**src/sv/lppm_pkg.sv**
```systemverilog
// ----------------------------------------------------------------------------
// lppm_pkg
// Shared types and constants of the polar-to-pixel mapper: register indexes,
// outcome codes, image geometry and the CORDIC arctangent table.
// ----------------------------------------------------------------------------
package lppm_pkg;

  localparam int ImageWidth  = 600;
  localparam int ImageHeight = 600;

  localparam int AtanEntries = 24;
  localparam logic signed [31:0] CordicGain = 32'sd652032874;

  typedef enum logic [2:0] {
    RegRangeMin  = 3'd0,
    RegRangeMax  = 3'd1,
    RegAngleStart = 3'd2,
    RegAngleStep = 3'd3,
    RegPixelScale = 3'd4
  } lppm_reg_e;

  typedef enum logic [1:0] {
    OutPlotted  = 2'd0,
    OutRejected = 2'd1,
    OutOffImage = 2'd2
  } lppm_outcome_e;

  // sideband that rides alongside the angle through the rotator
  typedef struct packed {
    logic        reject;
    logic [31:0] range_scale;
  } lppm_side_t;

  localparam logic [31:0] AtanTable [AtanEntries] = '{
    32'h20000000, 32'h12E4051E, 32'h09FB385B, 32'h051111D4, 32'h028B0D43,
    32'h0145D7E1, 32'h00A2F61E, 32'h00517C55, 32'h0028BE53, 32'h00145F2F,
    32'h000A2F98, 32'h000517CC, 32'h00028BE6, 32'h000145F3, 32'h0000A2FA,
    32'h0000517D, 32'h000028BE, 32'h0000145F, 32'h00000A30, 32'h00000518,
    32'h0000028C, 32'h00000146, 32'h000000A3, 32'h00000051
  };

endpackage

```
**src/sv/lppm_cordic.sv**
```systemverilog
// ----------------------------------------------------------------------------
// lppm_cordic
// Pipelined rotation-mode CORDIC: one micro-rotation per register stage,
// with a half-turn fold in front and the matching sign flip behind.
// ----------------------------------------------------------------------------
module lppm_cordic #(
  parameter int Stages = 16
) (
  input  logic                clk_i,
  input  logic                rst_ni,
  input  logic                valid_i,
  input  logic [15:0]         angle_i,
  input  lppm_pkg::lppm_side_t side_i,
  output logic                valid_o,
  output logic signed [31:0]  cos_o,
  output logic signed [31:0]  sin_o,
  output lppm_pkg::lppm_side_t side_o
);
  import lppm_pkg::*;

  localparam int NumStages = (Stages > AtanEntries) ? AtanEntries : Stages;

  logic                valid_q [NumStages+1];
  logic                flip_q  [NumStages+1];
  lppm_side_t          side_q  [NumStages+1];
  logic signed [31:0]  x_q     [NumStages+1];
  logic signed [31:0]  y_q     [NumStages+1];
  logic signed [32:0]  z_q     [NumStages+1];

  logic [31:0] wide_angle;
  logic        fold;
  logic [31:0] folded;

  // angles in the second and third quadrant are turned by half a turn
  assign wide_angle = {angle_i, 16'h0000};
  assign fold       = (wide_angle[31:30] == 2'b01) || (wide_angle[31:30] == 2'b10);
  assign folded     = fold ? {~wide_angle[31], wide_angle[30:0]} : wide_angle;

  always_ff @(posedge clk_i or negedge rst_ni) begin
    if (!rst_ni) begin
      valid_q[0] <= 1'b0;
    end else begin
      valid_q[0] <= valid_i;
    end
  end

  always_ff @(posedge clk_i) begin
    flip_q[0] <= fold;
    side_q[0] <= side_i;
    x_q[0]    <= CordicGain;
    y_q[0]    <= '0;
    z_q[0]    <= {folded[31], folded};
  end

  for (genvar i = 0; i < NumStages; i++) begin : g_stage
    logic               dir;
    logic signed [31:0] xs;
    logic signed [31:0] ys;
    logic signed [32:0] atan;

    assign dir  = ~z_q[i][32];
    assign xs   = x_q[i] >>> i;
    assign ys   = y_q[i] >>> i;
    assign atan = $signed({1'b0, AtanTable[i]});

    always_ff @(posedge clk_i or negedge rst_ni) begin
      if (!rst_ni) begin
        valid_q[i+1] <= 1'b0;
      end else begin
        valid_q[i+1] <= valid_q[i];
      end
    end

    always_ff @(posedge clk_i) begin
      flip_q[i+1] <= flip_q[i];
      side_q[i+1] <= side_q[i];
      x_q[i+1]    <= dir ? (x_q[i] - ys) : (x_q[i] + ys);
      y_q[i+1]    <= dir ? (y_q[i] + xs) : (y_q[i] - xs);
      z_q[i+1]    <= dir ? (z_q[i] - atan) : (z_q[i] + atan);
    end
  end

  logic               valid_out_q;
  logic signed [31:0] cos_q;
  logic signed [31:0] sin_q;
  lppm_side_t         side_out_q;

  always_ff @(posedge clk_i or negedge rst_ni) begin
    if (!rst_ni) begin
      valid_out_q <= 1'b0;
    end else begin
      valid_out_q <= valid_q[NumStages];
    end
  end

  always_ff @(posedge clk_i) begin
    cos_q      <= flip_q[NumStages] ? -x_q[NumStages] : x_q[NumStages];
    sin_q      <= flip_q[NumStages] ? -y_q[NumStages] : y_q[NumStages];
    side_out_q <= side_q[NumStages];
  end

  assign valid_o = valid_out_q;
  assign cos_o   = cos_q;
  assign sin_o   = sin_q;
  assign side_o  = side_out_q;

endmodule

```
**config.mk**
```make
export PLATFORM = sky130hd
export DESIGN_NAME = lppm_cordic
export DESIGN_NICKNAME = d
export VERILOG_FILES = /design/src/sv/lppm_pkg.sv /design/src/sv/lppm_cordic.sv
export SDC_FILE = /design/constraint.sdc
export NUM_CORES = 2
export LEC_CHECK = 0
export BUFFER_PORTS_ARGS = -buffer_cell sky130_fd_sc_hd__buf_2
export CELL_PAD_IN_SITES_DETAIL_PLACEMENT = 0
export CELL_PAD_IN_SITES_GLOBAL_PLACEMENT = 1
export CORE_ASPECT_RATIO = 0.9
export CORE_MARGIN = 1
export CORE_UTILIZATION = 35
export DETAILED_ROUTE_END_ITERATION = 6
export HOLD_SLACK_MARGIN = 0.1
export PLACE_DENSITY_LB_ADDON = 0.1
export SLEW_MARGIN = 25
export SYNTH_ARGS = -nofsm -noshare
export SYNTH_HDL_FRONTEND = slang
export SYNTH_SLANG_ARGS = --single-unit
export TNS_END_PERCENT = 100
```
**constraint.sdc**
```tcl
create_clock -name clk_i -period 3.8 [get_ports clk_i]
set_input_delay 0.38 -clock clk_i [delete_from_list [all_inputs] [get_ports clk_i]]
set_output_delay 0.38 -clock clk_i [all_outputs]
set_load 0.05 [all_outputs]
```
==> results.md <==
* Die ar. at 340000 um2
* Largest net degree at the start of global routing at 55
* Initial antenna violation count at 20
* Crit. End Element: flop
* Layout cells sized above 1 at 26.4%
* Simple-Gate Fraction of Synth Area at 13.4%
* Maximum clock rate at 248 MHz
* Top FF cell, synth: dfxtp_1
* Measured slew at the worst slew-check pin at ~0.82 ns
* Via density at 4.99
* Detailed-route via count at 101k
* H-tree depth at 4
* Async S/R FF share, synth at 0.872%
* Failing checks: negative setup slack
* Layout area overhead at 33.7%
* Number of synthesized flops with an enable pin at 0
* Synth area leader: dfxtp_1
* Gate Count Post-Synth at 13.0k
* Final Hold Vio Count at 0
* Slowest stage cell, crit path: or4_4
* Post-synth top area share at 34.7%
* Ys Warns at 0
* Top-level I/O count at 150
* CTS tree: built
* Crit path largest cell delay at 0.53 ns
* Compound-Gate Fraction of Synth Area at 19.6%
* Clock sinks at 2065
* Mapped Area at approximately 120000 um2
* Core area at approximately 340000 um2
* Mux share of post-synthesis cell area at 1.05%
* Iter 0 DRT Violations at roughly 4.9k
* Grt total ovfl at 0
* Number of nets still failing antenna checks after routing at 0
* Pins Over Slew Limit at 0
* Fin crit share at 106%
* Initial Utilization at 35.2%
* Die H at 553 um
* Fill count at 32.1k
* Final setup fails at 12
* Avg WL per Cell at 17.4 um
* Nets@finish at 17.1k
* Sequential share of the synthesized area at a little over a third
* Status: finished, violations left
* Fin util at 47.0%
* Most common cell after layout, fill and taps aside: buf_4
* Most frequent cells in the layout: 2203 x buf_4, 1975 x dfxtp_1, 1339 x ha_1
* FF+latch count, synth at 2065
* CP max FO at 4
* Clk Latency, worst-skew pair at 0.94 ns
* Final min period at ~4.0 ns
* CP Cell Sequence: or4_4, or3_4, nor3_4, nand2b_1, nor3b_2, a21oi_2, buf_4, buf_4, buf_4, buf_4, buf_4, inv_1, o21ai_0, ha_1, nand3_1, nor2_1, a211oi_2, o21ai_1, a31oi_1, xnor2_1
* Clock tree buffer depth at 4
* TritonCTS Buffers at 226
* First-pass GRT wire length at 552000 um
* Worst EP arrival at 4.87 ns
* GP Congestion at 0.877
* Adder-cell area share of the yosys netlist at 15.6%
* Layout Skew at 0.115 ns
* Mean post-synth cell area at ~9.1 um2
* Die W at 614 um
* Final instance area at 158000 um2
* Xor/xnor share of the synthesized area at between 10% and 20%
* Vias in the first global route at 101k
* Worst-path clk slew at 0.06 ns
* Post-synth cell types at 104
* Crit-path most repeated cell: buf_4
* Root Buffer: clkbuf_16
* Setup WS post-layout at -0.238 ns
* Net count after synthesis at between 10k and 15k
* Hold WC Path Type: primary input to flop
* RSZ-0062 raised after global routing: true
* CP Launch Type: flop
* Hpwl dp at 285000 um
* First-pass DRT Iterations at 7
* CP Class: flop to flop
* I/O Buffers at 149
* Cell row count at 202
* DP Area at 140000 um2
* Largest family of logic cells by synthesized area: compound AO/OA/AOI/OAI gates
* Routed wire length at roughly 350000 um
* Critical Path RT at 4.63 ns
* Gr usage total at 20.0%
* Max cap viols at 0
* DRC Markers at 0
* Max transition margin at a little under half
* Synth area leaders: dfxtp_1 35%, ha_1 15%, xnor2_1 8.5%, a21oi_1 5.7%, xor2_1 4.4%
-- worst max-delay path: cells and delay by family, from the launching register on --
kind	cells	cell delay [ns]
xor gates and xnor gates	1	0.14
adders and majority gates	1	0.39
buffers and inverters	6	0.71
AOI/OAI and AO/OA	5	0.87
DFF	1	0.32
and+or+nand+nor	7	1.54
-- sequential cells by signal (all words and copies together) (netlist names) --
| name | count |
|---|---|
| x_q | 456 |
| side_q | 561 |
| valid_q | 17 |
| z_q | 435 |
| cos_o | 32 |
| sin_o | 32 |
| valid_o | 1 |
| flip_q | 17 |
| y_q | 481 |
| side_o | 33 |
-- cells by family (layout without fill, tap and decap cells) --
family                     after synthesis  in the layout
AOI/OAI and AO/OA                     3668           3668
xor gates and xnor gates              1739           1739
adders and majority gates             1448           1448
buffers and inverters                  742           3519
DFF                                   2065           2065
muxes                                  117            117
other                                    0             12
and+or+nand+nor                       3267           3267
-- cell usage after synthesis (38+ instances only) --
cell type and number:
nor2b_1 168, a21oi_1 1342, xnor2_1 1149, xor2_1 588
mux2_2 48, clkbuf_1 162, dfxtp_1 2047, nand2b_1 163
a21o_1 566, ha_1 1406, a21boi_0 38, o21bai_1 138
or3_1 90, o211ai_1 70, fa_1 42, and3_1 121
a211oi_1 122, nor4_1 78, nand3_1 207, a31oi_1 129
o21a_1 163, nor2_1 1062, or2_2 53, nand4_1 82
inv_1 541, mux2i_1 68, and2_1 86, o41ai_1 38
nand2_1 656, nor3_1 319, o21ai_0 601, o31ai_1 63
a211o_1 42
-- cell type report --
cell class / count / area, um2 / area share [%]
diodes: 12 / 30.0 / 0.0190
clock buffers: 297 / 6310 / 4.00
clock inverters: 121 / 1660 / 1.05
inverters: 544 / 2100 / 1.33
multi-input cells: 10239 / 81000 / 51.3
flip-flops and latches: 2065 / 41600 / 26.3
well taps: 4488 / 5620 / 3.56
repair buffers: 2557 / 19700 / 12.5
-- metrics by stage --
stage | setup slack [ns] | TNS, ns | cells | hold slack [ns]
after floorplan | -0.0735 | -0.162 | 13046 | 0.0844
after global placement | -0.723 | -41.37 | 19563 | 0.308
after detailed placement | -0.589 | -44.45 | 19563 | 0.312
after CTS | -0.205 | -1.33 | 20174 | 0.102
after global routing | -0.479 | -12.82 | 20321 | 0.149
final | -0.238 | -1.11 | 20323 | 0.191
-- worst paths after layout --
kind | startpoint | end | slack (ns) | cells past startpoint
max reg2reg | y_q[1][20] | x_q[9][31] | -0.24 | 20
min in group asynchronous | rst_ni | valid_q[13] | 0.69 | 3
max | y_q[1][20] | x_q[9][31] | -0.24 | 20
max in group asynchronous | rst_ni | valid_q[12] | 2.62 | 3
min | angle_i[0] | z_q[0][16] | 0.19 | 2
min reg2reg | z_q[0][24] | z_q[0][57] | 0.22 | 0
-- what timing repair did --
item                                   CTS  global route
pin swaps                              348           744
setup endpoints to repair              248           322
gates cloned                             0             0
hold buffers                            89             0
endpoints found under the hold margin   69             0
buffers inserted                       111           169
resized for setup                      619          1073
-- metal layers --
layer / vias up / track usage [%] / share of wire, %
met5: - / 0 / 0.016
met4: 4 / 4.24 / 2.0
met1: 48027 / 27.5 / 49
met3: 371 / 2.40 / 3.5
met2: 1355 / 33.3 / 46
li1: 51738 / - / -
Power is left out: the tool's default activity adds up to more than one toggle a clock period on the data nets, which glitch-free logic cannot reach.
